### src/sv/cvps_pkg.sv
// Package for the closest value pair search block.
// Holds data widths and the command/status structs between controller and datapath.
// No dependencies.
package cvps_pkg;

    localparam int DATA_W = 32;
    localparam int DIFF_W = DATA_W + 1;

    typedef struct packed {
        logic load;
        logic clear_i;
        logic set_j;
        logic latch_a;
        logic rd_j;
        logic next_i;
        logic out_load;
    } cvps_cmd_t;

    typedef struct packed {
        logic count_ge2;
        logic j_last;
        logic i_last;
        logic out_free;
    } cvps_sts_t;

endpackage

### src/sv/cvps_ctrl.sv
// Controller state machine for the closest value pair search.
// Sequences loading, the pairwise scan and the result hand-off.
// Depends on cvps_pkg.
module cvps_ctrl
    import cvps_pkg::*;
(
    input  logic      aclk,
    input  logic      aresetn,
    input  logic      s_valid,
    output logic      s_ready,
    input  logic      s_is_last,
    input  cvps_sts_t sts,
    output cvps_cmd_t cmd
);

    localparam logic [2:0] S_LOAD  = 3'd0;
    localparam logic [2:0] S_SETUP = 3'd1;
    localparam logic [2:0] S_RDA   = 3'd2;
    localparam logic [2:0] S_ROWF  = 3'd3;
    localparam logic [2:0] S_ROW   = 3'd4;
    localparam logic [2:0] S_W1    = 3'd5;
    localparam logic [2:0] S_W2    = 3'd6;
    localparam logic [2:0] S_OUT   = 3'd7;

    logic [2:0] state_reg;
    logic [2:0] state_next;

    always_ff @(posedge aclk) begin
        if (!aresetn) begin
            state_reg <= S_LOAD;
        end else begin
            state_reg <= state_next;
        end
    end

    always_comb begin
        state_next = state_reg;
        cmd        = '0;
        s_ready    = 1'b0;
        case (state_reg)
            S_LOAD: begin
                s_ready  = 1'b1;
                cmd.load = s_valid;
                if (s_valid && s_is_last) begin
                    state_next = S_SETUP;
                end
            end
            S_SETUP: begin
                cmd.clear_i = 1'b1;
                state_next  = sts.count_ge2 ? S_RDA : S_OUT;
            end
            S_RDA: begin
                cmd.set_j  = 1'b1;
                state_next = S_ROWF;
            end
            S_ROWF, S_ROW: begin
                cmd.latch_a = (state_reg == S_ROWF);
                cmd.rd_j    = 1'b1;
                if (sts.j_last) begin
                    if (sts.i_last) begin
                        state_next = S_W1;
                    end else begin
                        cmd.next_i = 1'b1;
                        state_next = S_RDA;
                    end
                end else begin
                    state_next = S_ROW;
                end
            end
            S_W1: begin
                state_next = S_W2;
            end
            S_W2: begin
                state_next = S_OUT;
            end
            S_OUT: begin
                if (sts.out_free) begin
                    cmd.out_load = 1'b1;
                    state_next   = S_LOAD;
                end
            end
            default: begin
                state_next = S_LOAD;
            end
        endcase
    end

    a_out_free: assert property (@(posedge aclk) disable iff (!aresetn)
        cmd.out_load |-> sts.out_free)
        else $error("result loaded while output slot busy");

    a_row_needs_pair: assert property (@(posedge aclk) disable iff (!aresetn)
        (state_reg == S_ROWF) |-> sts.count_ge2)
        else $error("scan entered with fewer than two values");

    a_back_to_load: assert property (@(posedge aclk) disable iff (!aresetn)
        cmd.out_load |=> s_ready)
        else $error("not ready for a new set after result");

endmodule

### config.mk
export PLATFORM = sky130hd
export DESIGN_NAME = cvps_ctrl
export DESIGN_NICKNAME = d
export VERILOG_FILES = /design/src/sv/cvps_pkg.sv /design/src/sv/cvps_ctrl.sv
export SDC_FILE = /design/constraint.sdc
export NUM_CORES = 1
export LEC_CHECK = 0
export BUFFER_PORTS_ARGS = -buffer_cell sky130_fd_sc_hd__buf_2
export CAP_MARGIN = 10
export CORE_AREA = 2 2 39 41
export DETAILED_ROUTE_END_ITERATION = 10
export DIE_AREA = 0 0 41 43
export GPL_TIMING_DRIVEN = 0
export HOLD_SLACK_MARGIN = 0.03
export SYNTH_ARGS = -nofsm -noshare
export SYNTH_HDL_FRONTEND = slang
export SYNTH_SLANG_ARGS = --single-unit
### constraint.sdc
create_clock -name aclk -period 1.2 [get_ports aclk]
set_input_delay 0.24 -clock aclk [delete_from_list [all_inputs] [get_ports aclk]]
set_output_delay 0.24 -clock aclk [all_outputs]
set_load 0.005 [all_outputs]
**Word-level counts from Yosys, hierarchy flattened**

Cells that the tools add are included.

- Bits in read-only memories: 0
- Flip-flop bits (word level): 3
- Memory bits (writable): 0
- Latch bits: 0
- Memories: 0

- Eq/ne operators: 9
- Muxes and demuxes: 15
- Magnitude comparators: 0
- Bitwise gates (word level): 0
- Add/sub/neg operators: 0
- Multiply operators: 0
- Divide/modulo/power cells: 0
- Shift operators: 0
- Reduce and logical (&&, ||, !) cells: 4

Operators by type and width:

| kind | number |
|---|---|
| $pmux 3 s7 | 1 |
| $mux 3 | 6 |
| $eq 3x3->1 const B | 4 |
| $mux 1 | 8 |
| $eq 3x2->1 const B | 2 |
| $ne 2x2->1 const B | 2 |
| $eq 3x1->1 const B | 1 |
| $logic_not 3->1 | 1 |
| $reduce_and 2->1 | 1 |
| $reduce_or 2->1 | 1 |
| $logic_and 1x1->1 | 1 |

**Logic depth before layout (Yosys ltp)**

Gate-level depths: netlist of run 1.

- Word-level depth: 3
- Mapped depth: 4

**Least setup slack after synthesis of run 1**

OpenSTA, ideal clock, no wires.

- Path type: register to output
- Start: register state_reg[2]
- End: output cmd[1] (netlist bit)
- Slack: -0.042 ns
- Buffers on the path: 1
- Arrival time: 1.002 ns
- Cell stages (with the launch flop): 5
- Cells stage by stage: dfxtp_1 buf_6 and3b_4 or2_1 nor2b_1

RTL lines:

| what | line | RTL |
|---|---|---|
| start, declared | cvps_ctrl.sv:25 | `logic [2:0] state_reg;` |
| start signal, assigned | cvps_ctrl.sv:32 | `state_reg <= state_next;` |
| end, declared | cvps_ctrl.sv:13 | `output cvps_cmd_t cmd` |

==> results.cfg, run 1 <==
[worst_setup_path]
start_kind = flip-flop
worstPathMaxFanout = 4
path_buf_inv = 1
end_kind = output port
path_delay_family = simple AND/OR/NAND/NOR gates
worstSetupPathType = reg2out
crit_path_cell_trace = and3b_4 > or2_1 > nor2b_4 > buf_6
r2r_setup_slack_ps = -190
cp.arrival_ps = 1260
worstPathRequired_ps = 960
slowest_stage = dfxtp_2
critPathMaxStageDelay_ps = 340

[power]
ir_drop_mv = 0.673
p_per_area_nw_per_um2 = 1680
power_uw = 886
cellLeakagePower_nw = 0.267

[floorplan]
ios = 16
die_h_microns = 43
core_sq_um = 1380
rows = 14
initial_utilization_pct = 19.3
die_area_sq_um = 1760
die_w_microns = 41

[logic_synthesis]
synthFlopType = dfxtp_1
async_reset_ff_share_pct = 0
ys_ff_latch = 3
syn_area_sq_um = 267
seq_area_frac_synth_pct = 22.5
avgSynthCellArea_sq_um = 7.84
syn-num-nets = 42
yosysWarnings = 0
synth_edf_count = 0
yosysUniqueCellTypes = 23
synth_cells = 34

[grt]
grt_pass1_vias = 282
antenna_found_initial = 0
grt_max_degree = 11
grt.total_usage_pct = 10.4
grt_pass1_wl_mm = 1.19
gr-total-overflow = 0

[place]
port_buffers = 15
place_congestion = 0.709
place_ws_ps = -137
dp.cells = 65
hpwl_microns = 514

[clocking]
path_clk_slew_ps = 40
clk-insertion-delay-late_ps = 240
cts_max_path_buffers = 2
clkSinkCount = 3
cts_tree = done
cts_hold_buf = 0
cts-root-buf = clkbuf_4
numCtsBuffers = 3
htree_levels = 1

[sta]
fin_skew_ps = 4.68
tightest_slew_ps = 209
drv_slew = 0
setup_ws_ps = -298
hold_violations = 0
max_freq_mhz = 667
finalSetupViolations = 10
fin_crit_sh_pct = 125
finalCriticalPeriod_ps = 1500
relSlewSlack_pct = 86.0
rsz0062_at_grt = true

[drt]
ant_nets = 0
drt_iter0_markers = 1
drtPass1Iterations = 2
via_per_inst = 4.41
totalWireLength_microns = 819
dr_total_vias = 335
drc = 0
avgRoutedWirePerCell_microns = 10.8

[finish]
layout.nets = 69
n_antenna_cell = 0
largest_register_ffs = 3
layout-drive-gt1-share_pct = 63.3
fillers = 151
layout.cells.non_filler = 76
areaGrowthSynthToFinish_pct = 98.1

[status]
status = finished with violations
violations = negative setup slack

[run]
drv_cap = 0

[hold_path]
hold_class = in2reg
[per-stage QoR]
| stage | area, sq um | hold slack, ps | util (%) | TNS (ps) |
|---|---|---|---|---|
| final | 528 | 243 | 38.2 | -1680 |
| after CTS | 450 | 236 | 32.5 | -1970 |
| after global placement | 382 | 498 | 27.6 | -206 |
| after detailed placement | 382 | 499 | 27.6 | -240 |
| after global routing | 528 | 242 | 38.2 | -2170 |
| after floorplan | 287 | 365 | - | -20.3 |
[synth_stat cells, drive strengths merged, types with 2 or more instances]
master	n	area [sq um]
a21oi	3	15.0
buf	3	21.3
dfxtp	3	60.1
nor3b	3	22.5
and2	2	12.5
inv	2	7.51
nand2	2	7.51
or2	2	12.5
[where the power goes]
part / switching, mW / internal (mW)
Combinational: 0.209 / 0.328
Sequential: 0.0301 / 0.139
Clock: 0.0554 / 0.125
Total: 0.295 / 0.592
[cell families after synthesis]
kind of cell	share of synthesized area, %
and+or+nand+nor	39.4
AOI/OAI and AO/OA	27.2
buffers and inverters	10.8
DFF	22.5
[cell usage in the layout, fill, tap and decap left out, drive strengths merged]
master  instances
o311a           1
o21ai           1
o211a           1
nor2            1
and4            1
inv             2
or2             2
buf            25
a211oi          1
nand2           2
and3b           1
clkbuf          4
and2            2
a21boi          1
o21a            1
a21oi           3
dfxtp           3
nor2b           1
a221o           1
nand2b          1
or2b            1
nor3b           3
nor3            1
[worst paths after layout]
check	start	end	depth (start not counted)
worst max register to register	state_reg[2]$_SDFFE_PN0P_	state_reg[0]$_SDFFE_PN0P_	5
worst min register to register	state_reg[2]$_SDFFE_PN0P_	state_reg[1]$_SDFFE_PN0P_	2
worst max-delay path	state_reg[2]$_SDFFE_PN0P_	cmd[1]	4
worst min-delay path	aresetn	state_reg[0]$_SDFFE_PN0P_	2
[layout make-up]
type | instances | area (sq um) | share of cell area, %
timing repair buffer | 25 | 191 | 36.3
clock buffer | 4 | 26.3 | 4.98
inverter | 2 | 7.51 | 1.42
sequential | 3 | 68.8 | 13.0
multi-input combinational | 26 | 214 | 40.5
tap | 16 | 20.0 | 3.79
[routing by layer]
layer  vias up  global-route usage (%)  share of wire, %  wire length, microns
met1       150                    13.2                41                   332
met4         0                    10.0                 0                     0
met3         0                    1.57               4.9                    40
li1        174                       -                 -                     -
met5         -                       0                 0                     0
met2        11                    14.1                54                   446
[what timing repair did]
item | CTS | global route
setup buffers | 5 | 6
gates resized for setup | 7 | 11
pin swaps | 0 | 7
setup endpoints to repair | 9 | 10
Note: power is estimated with default switching activity, not from simulation.
==> run 2: changes to the inputs <==
--- a/config.mk
+++ b/config.mk
@@ -14,2 +14,4 @@
 export HOLD_SLACK_MARGIN = 0.03
+export MAX_ROUTING_LAYER = met4
+export PLACE_DENSITY_LB_ADDON = 0.2
 export SYNTH_ARGS = -nofsm -noshare
--- a/constraint.sdc
+++ b/constraint.sdc
@@ -3,2 +3,2 @@
 set_output_delay 0.24 -clock aclk [all_outputs]
-set_load 0.005 [all_outputs]
+set_load 0.02 [all_outputs]
==> run 2 against run 1 <==
The run still ends with negative setup slack left. Worst setup slack got worse by 8.0 ps. Global-route usage decreased by 0.46 points. Clock skew decreased by 2.9 ps. Utilization increased by 2.2 points. Non-clock buffer count increased by 2. Sequential power increased by 5%. Register-to-register slack about the same. Clock-buffer cell count unchanged. Hold slack improved by 8.6 ps. Critical endpoint unchanged.
==> results.cfg, run 2 (synthesis results as in run 1) <==
[worst_setup_path]
start_kind = flip-flop
worstSetupPathDepth = 4
cp.arrival_ps = 1270
slowest_stage = dfxtp_4
end_kind = output port
reg2reg_depth = 5
critPathMaxStageDelay_ps = 350
crit_path_cell_trace = and3b_4 > or2_4 > nor2b_4 > buf_6
path_delay_family = simple AND/OR/NAND/NOR gates
worstPathRequired_ps = 960
worstPathMaxFanout = 6
path_buf_inv = 1
worstSetupPathType = reg2out

[clocking]
numCtsBuffers = 3
htree_levels = 1
cts_tree = done
cts_max_path_buffers = 2
cts-root-buf = clkbuf_4
clkSinkCount = 3
clk-insertion-delay-late_ps = 230
path_clk_slew_ps = 30

[grt]
grt.total_usage_pct = 9.98
grt_pass1_vias = 294
gr-total-overflow = 0
grt_pass1_wl_mm = 1.16
antenna_found_initial = 0
grt_max_degree = 11

[finish]
n_antenna_cell = 0
final_cell_mix = buf_6, buf_2, buf_4
fin_area_sq_um = 558
layout.nets = 71
utilization_pct = 40.3
areaGrowthSynthToFinish_pct = 109
largest_register_ffs = 3
layout-drive-gt1-share_pct = 67.7
layout_commonest_cell = buf_6

[floorplan]
rows = 14
die_w_microns = 41
ios = 16
initial_utilization_pct = 19.3
core_sq_um = 1380
die_h_microns = 43
die_area_sq_um = 1760

[run]
drv_cap = 0

[sta]
fin_crit_sh_pct = 126
tightest_slew_ps = 223
relSlewSlack_pct = 85.0
drv_slew = 0
finalSetupViolations = 11
hold_violations = 0
max_freq_mhz = 664
rsz0062_at_grt = true
fin_skew_ps = 1.80
finalCriticalPeriod_ps = 1510
setup_ws_ps = -306

[drt]
totalWireLength_microns = 815
dr_total_vias = 344
via_per_inst = 4.41
ant_nets = 0
drtPass1Iterations = 4
drc = 0
drt_iter0_markers = 3
avgRoutedWirePerCell_microns = 10.4

[status]
violations = negative setup slack
status = finished with violations

[power]
p_per_area_nw_per_um2 = 1780
power_uw = 994
cellLeakagePower_nw = 0.277
ir_drop_mv = 0.862

[place]
hpwl_microns = 534
place_congestion = 0.638
placed_cell_area_sq_um = 377
port_buffers = 15

[hold_path]
holdPathStages = 2
hold_class = in2reg
## run 2: cell count changes in the layout (fill, tap and decap cells not counted)
cell,before,now
nor3b_1,0,1
or2_4,0,1
a21boi_0,1,0
buf_4,4,8
or2_1,2,1
a21oi_1,3,2
nor3b_2,3,2
buf_2,12,9
and2_4,0,1
a21boi_1,0,1
a21oi_2,0,1
and2_1,2,1
buf_6,9,10
## run 2: worst paths after layout
path / startpoint / endpoint / slack, ps
min reg2reg: state_reg[2]$_SDFFE_PN0P_ / state_reg[1]$_SDFFE_PN0P_ / 720
max reg2reg: state_reg[0]$_SDFFE_PN0P_ / state_reg[0]$_SDFFE_PN0P_ / -190
min: aresetn / state_reg[0]$_SDFFE_PN0P_ / 250
max: state_reg[0]$_SDFFE_PN0P_ / cmd[1] / -310
## run 2: through the flow
step	hold slack [ps]	setup TNS (ps)	std cells	setup WS, ps
2_1_floorplan	371	-416	34	-159
3_3_place_gp	507	-524	65	-266
5_1_grt	256	-2610	78	-356
6_report	251	-1950	78	-306
4_1_cts	248	-2070	70	-354
3_5_place_dp	502	-522	65	-255
## run 2: layout make-up
class | count | area [sq um]
Fill cell | 151 | 826
Inverter | 2 | 7.51
Clock buffer | 4 | 26.3
Tap cell | 16 | 20.0
Sequential cell | 3 | 68.8
Multi-Input combinational cell | 26 | 218
Timing Repair Buffer | 27 | 218
## run 2: routing by layer
layer / share of wire [%] / global-route usage, % / wire length (microns)
met4: 0 / 4.00 / 0
met3: 4.9 / 4.71 / 40
met2: 51 / 14.7 / 418
met1: 44 / 11.3 / 356
met5: 0 / - / 0
## run 2: timing repair
item / CTS / global route
gates resized for setup: 17 / 11
hold buffers: 0 / 0
hold endpoints to repair: 0 / 0
setup buffers: 3 / 9
setup endpoints to repair: 10 / 11
pin swaps: 1 / 7
## run 2: report_power, final
| group | internal, mW | leakage (nW) | switching (mW) |
|---|---|---|---|
| clock network | 0.124 | 0.0150 | 0.0493 |
| registers | 0.139 | 0.0264 | 0.0395 |
| logic | 0.363 | 0.236 | 0.279 |
| total | 0.626 | 0.277 | 0.368 |
